File: src/rtl/bcg_pkg.sv
// Shared constants and types for the bilinear corner gradient block.
package bcg_pkg;

  localparam int unsigned ChanW   = 16;
  localparam int unsigned NumChan = 4;
  localparam int unsigned DivSteps = ChanW;
  localparam int unsigned NumW    = 2 * ChanW + 1;
  localparam int unsigned CfgIdxW = 3;
  localparam int unsigned CfgDataW = 64;

  typedef logic [ChanW-1:0] chan_t;
  typedef logic [NumW-1:0]  num_t;

  typedef enum logic [CfgIdxW-1:0] {
    RegWidth   = 3'd0,
    RegHeight  = 3'd1,
    RegTopL    = 3'd2,
    RegTopR    = 3'd3,
    RegBotL    = 3'd4,
    RegBotR    = 3'd5
  } cfg_reg_e;

  function automatic chan_t chan_of(logic [CfgDataW-1:0] word, int unsigned ch);
    chan_t res;
    res = word[CfgDataW-1-ch*ChanW -: ChanW];
    return res;
  endfunction

endpackage

File: src/rtl/bcg_div.sv
// Pipelined restoring divider, one quotient bit per stage.
module bcg_div (
  input  logic                 clk_i,
  input  logic                 en_i,
  input  bcg_pkg::num_t        num_i,
  input  bcg_pkg::chan_t       den_i,
  output bcg_pkg::chan_t       quo_o
);
  import bcg_pkg::*;

  chan_t rem_q [DivSteps];
  chan_t low_q [DivSteps];

  for (genvar k = 0; k < DivSteps; k++) begin : g_step
    chan_t              rem_in;
    chan_t              low_in;
    logic [ChanW:0]     trial;
    logic               fits;
    chan_t              rem_d;
    chan_t              low_d;

    if (k == 0) begin : g_first
      // The quotient fits in ChanW bits, so the upper half is already below den.
      assign rem_in = num_i[2*ChanW-1:ChanW];
      assign low_in = num_i[ChanW-1:0];
    end else begin : g_next
      assign rem_in = rem_q[k-1];
      assign low_in = low_q[k-1];
    end

    always_comb begin
      trial = {rem_in, low_in[ChanW-1]};
      fits  = trial >= {1'b0, den_i};
      rem_d = fits ? ChanW'(trial - {1'b0, den_i}) : trial[ChanW-1:0];
      low_d = {low_in[ChanW-2:0], fits};
    end

    always_ff @(posedge clk_i) begin
      if (en_i) begin
        rem_q[k] <= rem_d;
        low_q[k] <= low_d;
      end
    end
  end

  assign quo_o = low_q[DivSteps-1];

endmodule
File: config.mk
export PLATFORM = sky130hd
export DESIGN_NAME = bcg_div
export DESIGN_NICKNAME = d
export VERILOG_FILES = /design/src/rtl/bcg_pkg.sv /design/src/rtl/bcg_div.sv
export SDC_FILE = /design/constraint.sdc
export NUM_CORES = 1
export LEC_CHECK = 0
export BUFFER_PORTS_ARGS = -buffer_cell sky130_fd_sc_hd__buf_2
export CORE_MARGIN = 5
export CORE_UTILIZATION = 30
export CTS_CLUSTER_DIAMETER = 80
export DETAILED_ROUTE_END_ITERATION = 7
export PLACE_DENSITY = 0.52
export SLEW_MARGIN = 20
export SYNTH_ARGS = -nofsm -noshare
export SYNTH_HDL_FRONTEND = slang
export SYNTH_SLANG_ARGS = --single-unit
export TNS_END_PERCENT = 20
File: constraint.sdc
create_clock -name clk_i -period 9.24 [get_ports clk_i]
set_input_delay 1.386 -clock clk_i [delete_from_list [all_inputs] [get_ports clk_i]]
set_output_delay 1.386 -clock clk_i [all_outputs]
set_load 0.1 [all_outputs]
==> out/summary.txt <==
Outcome: finished clean
Max Cap Viol: 0
Filler instances: 9,476
Post-synth EDFFs: 496
Clk sinks: 496
Drt total wl: 67,750 um
Worst path required time: 9.61 ns
Synthesized area: 0.02901 mm^2
Vias in the first global route: 19,401
DP Worst Slack: 4.053 ns
Final setup vio count: 0
Layout cells sized above 1: 14.96%
Leak pwr: 12.68 nW
Post-synthesis register bit count: 496
Actual slew at the worst max-slew pin: 1.124 ns
I/O Pins: 67
Nets: 2,820
Area grow syn2layout: 13.68%
Initial antenna violation count: 0
Max clock buf depth: 3
Clock Latency Late Sink: 0.63 ns
CP Buf/Inv Count: 3
Async set-reset flop share out of synthesis: 0%
Clock Pin Slew Worst Setup and Hold Paths: 0.06 ns
Total power: 11.28 mW
Post_cts resized: 0
CTS tree: built
Top cell type's share of synthesized area: 51.33%
# DRC: 0
Power per cell area: 341.9 mW/mm^2
CTS buffer count: 61
Hold WC Path Type: flip-flop to flip-flop
Post-CTS Hold Fix Bufs: 0
Top cell by count, worst path: o31a_1
Post-synthesis sequential area ratio: 51.33%
Pre-antenna DRT Iters: 5
Final Wtd Congestion: 0.8344
Max Slew Vio Count: 0
Post-DP HPWL: 44,980 um
Area of the die: 0.1030 mm^2
Slowest library cell on the worst path: a2111oi_1
Die Ht: 321.0 um
First-pass GRT wire length: 105,400 um
Initial drt markers: 1,139
CTS HTree Levels: 2
FP Rows: 114
CP Class: input pin to flip-flop
Met1 WL: 29,710 um
Cell accounting for the most synthesized area: edfxtp_1
Antenna viol nets, final: 0
Crit-path max cell delay: 0.65 ns
Wire length per cell: 17.72 um
Global route overflow: 0
Hold Violations, Final: 0
Core area: 0.09628 mm^2
Tmin final: 4.550 ns
Post-Syn Instances: 2,378
Routed wl met3: 2734 um
Net Count, Synth: 2,700
Average cell area after synthesis: 12.20 um^2
Met2 WL: 32,790 um
Final worst slack: 4.690 ns
Vias after detailed routing: 19,192
Largest net degree at the start of global routing: 188
Synth top area cells: edfxtp_1 (51%), ha_1 (11%), mux2_2 (6.2%)
CP endpoint kind: flip-flop
Worst-path cell chain: buf_2 -> inv_1 -> buf_4 -> ha_1 -> nor2b_1 -> o31a_1 -> o21ai_1 -> nand2b_1 -> a2111oi_1 -> o31a_1 -> a21o_1 -> mux2_2
Worst vdd ir: 0.1477 mV
Worst Path Max Fanout: 17
Synth top cells by count: edfxtp_1 (496), ha_1 (256), nor2_1 (180)
Root buffer cell: clkbuf_16
Synth Flop Type: edfxtp_1
Buffers on Ports: 65
All-layer global routing usage: 12.76%
Max Clk Rate: 219.8 MHz
Final period util: 49.24%
CP arrival: 4.92 ns
Top layer in use: met4
Relative slew slack: 25.09%
Initial Util: 30.14%
Final Skew: 0.01266 ns
Post-CTS setup buffers: 0
RSZ-0062 raised after global routing: no
DR vias/cell: 5.020
Setup tns final: 0 ns
Kind of cell adding the most delay to the critical path: compound AO/OA/AOI/OAI gates
Library cells used by synthesis: 73
ANT cells: 0
Count leader, synth: edfxtp_1
YS warnings: 0
Die X: 321.0 um
CP Launch Type: input pin
[sequential cells by signal, summed over array words and instances, names as in the netlist]
signal and count:
low_q 256, rem_q 240
[metal layers]
metal | track usage, % | vias to the layer above
met5 | 0 | -
met4 | 4.806 | 0
met3 | 2.139 | 147
met2 | 22.09 | 360
met1 | 16.04 | 9278
li1 | - | 9407
[stage by stage]
stage	cell area (um^2)	cells	hold WS, ns	utilization, %
2_1_floorplan	29010	2378	0.4003	-
3_3_place_gp	31000	3711	0.4009	32.20
3_5_place_dp	31000	3711	0.4045	32.20
4_1_cts	32980	3823	0.3991	34.26
5_1_grt	32980	3823	0.4141	34.26
6_report	32980	3823	0.4107	34.26
[cells in the final DEF (no fill, tap or decap), types with 23 or more instances in the layout]
master / synthesis / final
nand4_1: 42 / 42
nor2_1: 180 / 180
buf_4: 2 / 23
nor3_1: 54 / 54
buf_2: 15 / 64
o21a_1: 42 / 42
mux2_2: 159 / 159
clkbuf_16: 0 / 63
nand3_1: 30 / 30
ha_1: 256 / 256
nand2b_1: 24 / 24
a21oi_1: 166 / 165
xor2_1: 52 / 52
nand2_1: 101 / 101
nor2b_1: 45 / 45
mux2i_1: 35 / 35
inv_1: 91 / 91
xnor2_1: 106 / 106
a21o_1: 56 / 56
o21ai_0: 114 / 113
edfxtp_1: 496 / 496
[worst reg2reg max path: cells and delay by family (launching register included)]
| family | cells | cell delay, ns |
|---|---|---|
| AO/OA/AOI/OAI | 5 | 1.86 |
| adder cells (fa/ha/maj) | 1 | 0.36 |
| flip-flops | 1 | 0.40 |
| multiplexers | 1 | 0.41 |
| AND/OR/NAND/NOR | 2 | 0.34 |
[layout make-up]
cell class / count / area [um^2] / area share [%]
repair buffers: 90 / 548.0 / 1.661
multi-input cells: 1758 / 13620 / 41.29
inverters: 91 / 341.6 / 1.036
clock buffers: 75 / 1622 / 4.916
flip-flops and latches: 496 / 14890 / 45.16
clock inverters: 37 / 364.1 / 1.104
well taps: 1276 / 1597 / 4.840
[cells by family after synthesis]
kind of cell,Yosys count,share of synthesized area [%]
XOR/XNOR,158,4.770
AND/OR/NAND/NOR,561,9.513
AO/OA/AOI/OAI,560,12.43
adder cells (fa/ha/maj),271,12.07
buffers and inverters,124,1.772
multiplexers,208,8.103
flip-flops,496,51.33
[worst paths after layout]
| kind | to | from | cells past startpoint | slack (ns) |
|---|---|---|---|---|
| setup / recovery | rem_q[1][75]$_DFFE_PP_ | den_i[1] | 12 | 4.69 |
| hold / removal | low_q[1][18]$_DFFE_PP_ | low_q[1][1]$_DFFE_PP_ | 0 | 0.41 |
| setup reg to reg | rem_q[1][75]$_DFFE_PP_ | rem_q[1][48]$_DFFE_PP_ | 9 | 5.62 |
| hold reg to reg | low_q[1][18]$_DFFE_PP_ | low_q[1][1]$_DFFE_PP_ | 0 | 0.41 |
[report_power, final]
part	total [mW]	switching, mW	leakage (nW)	internal [mW]
Sequential	3.77	0.329	4.83	3.44
Combinational	5.13	2.70	6.87	2.43
Clock	2.38	0.966	0.978	1.41
Power figures use the tool's default switching activity.
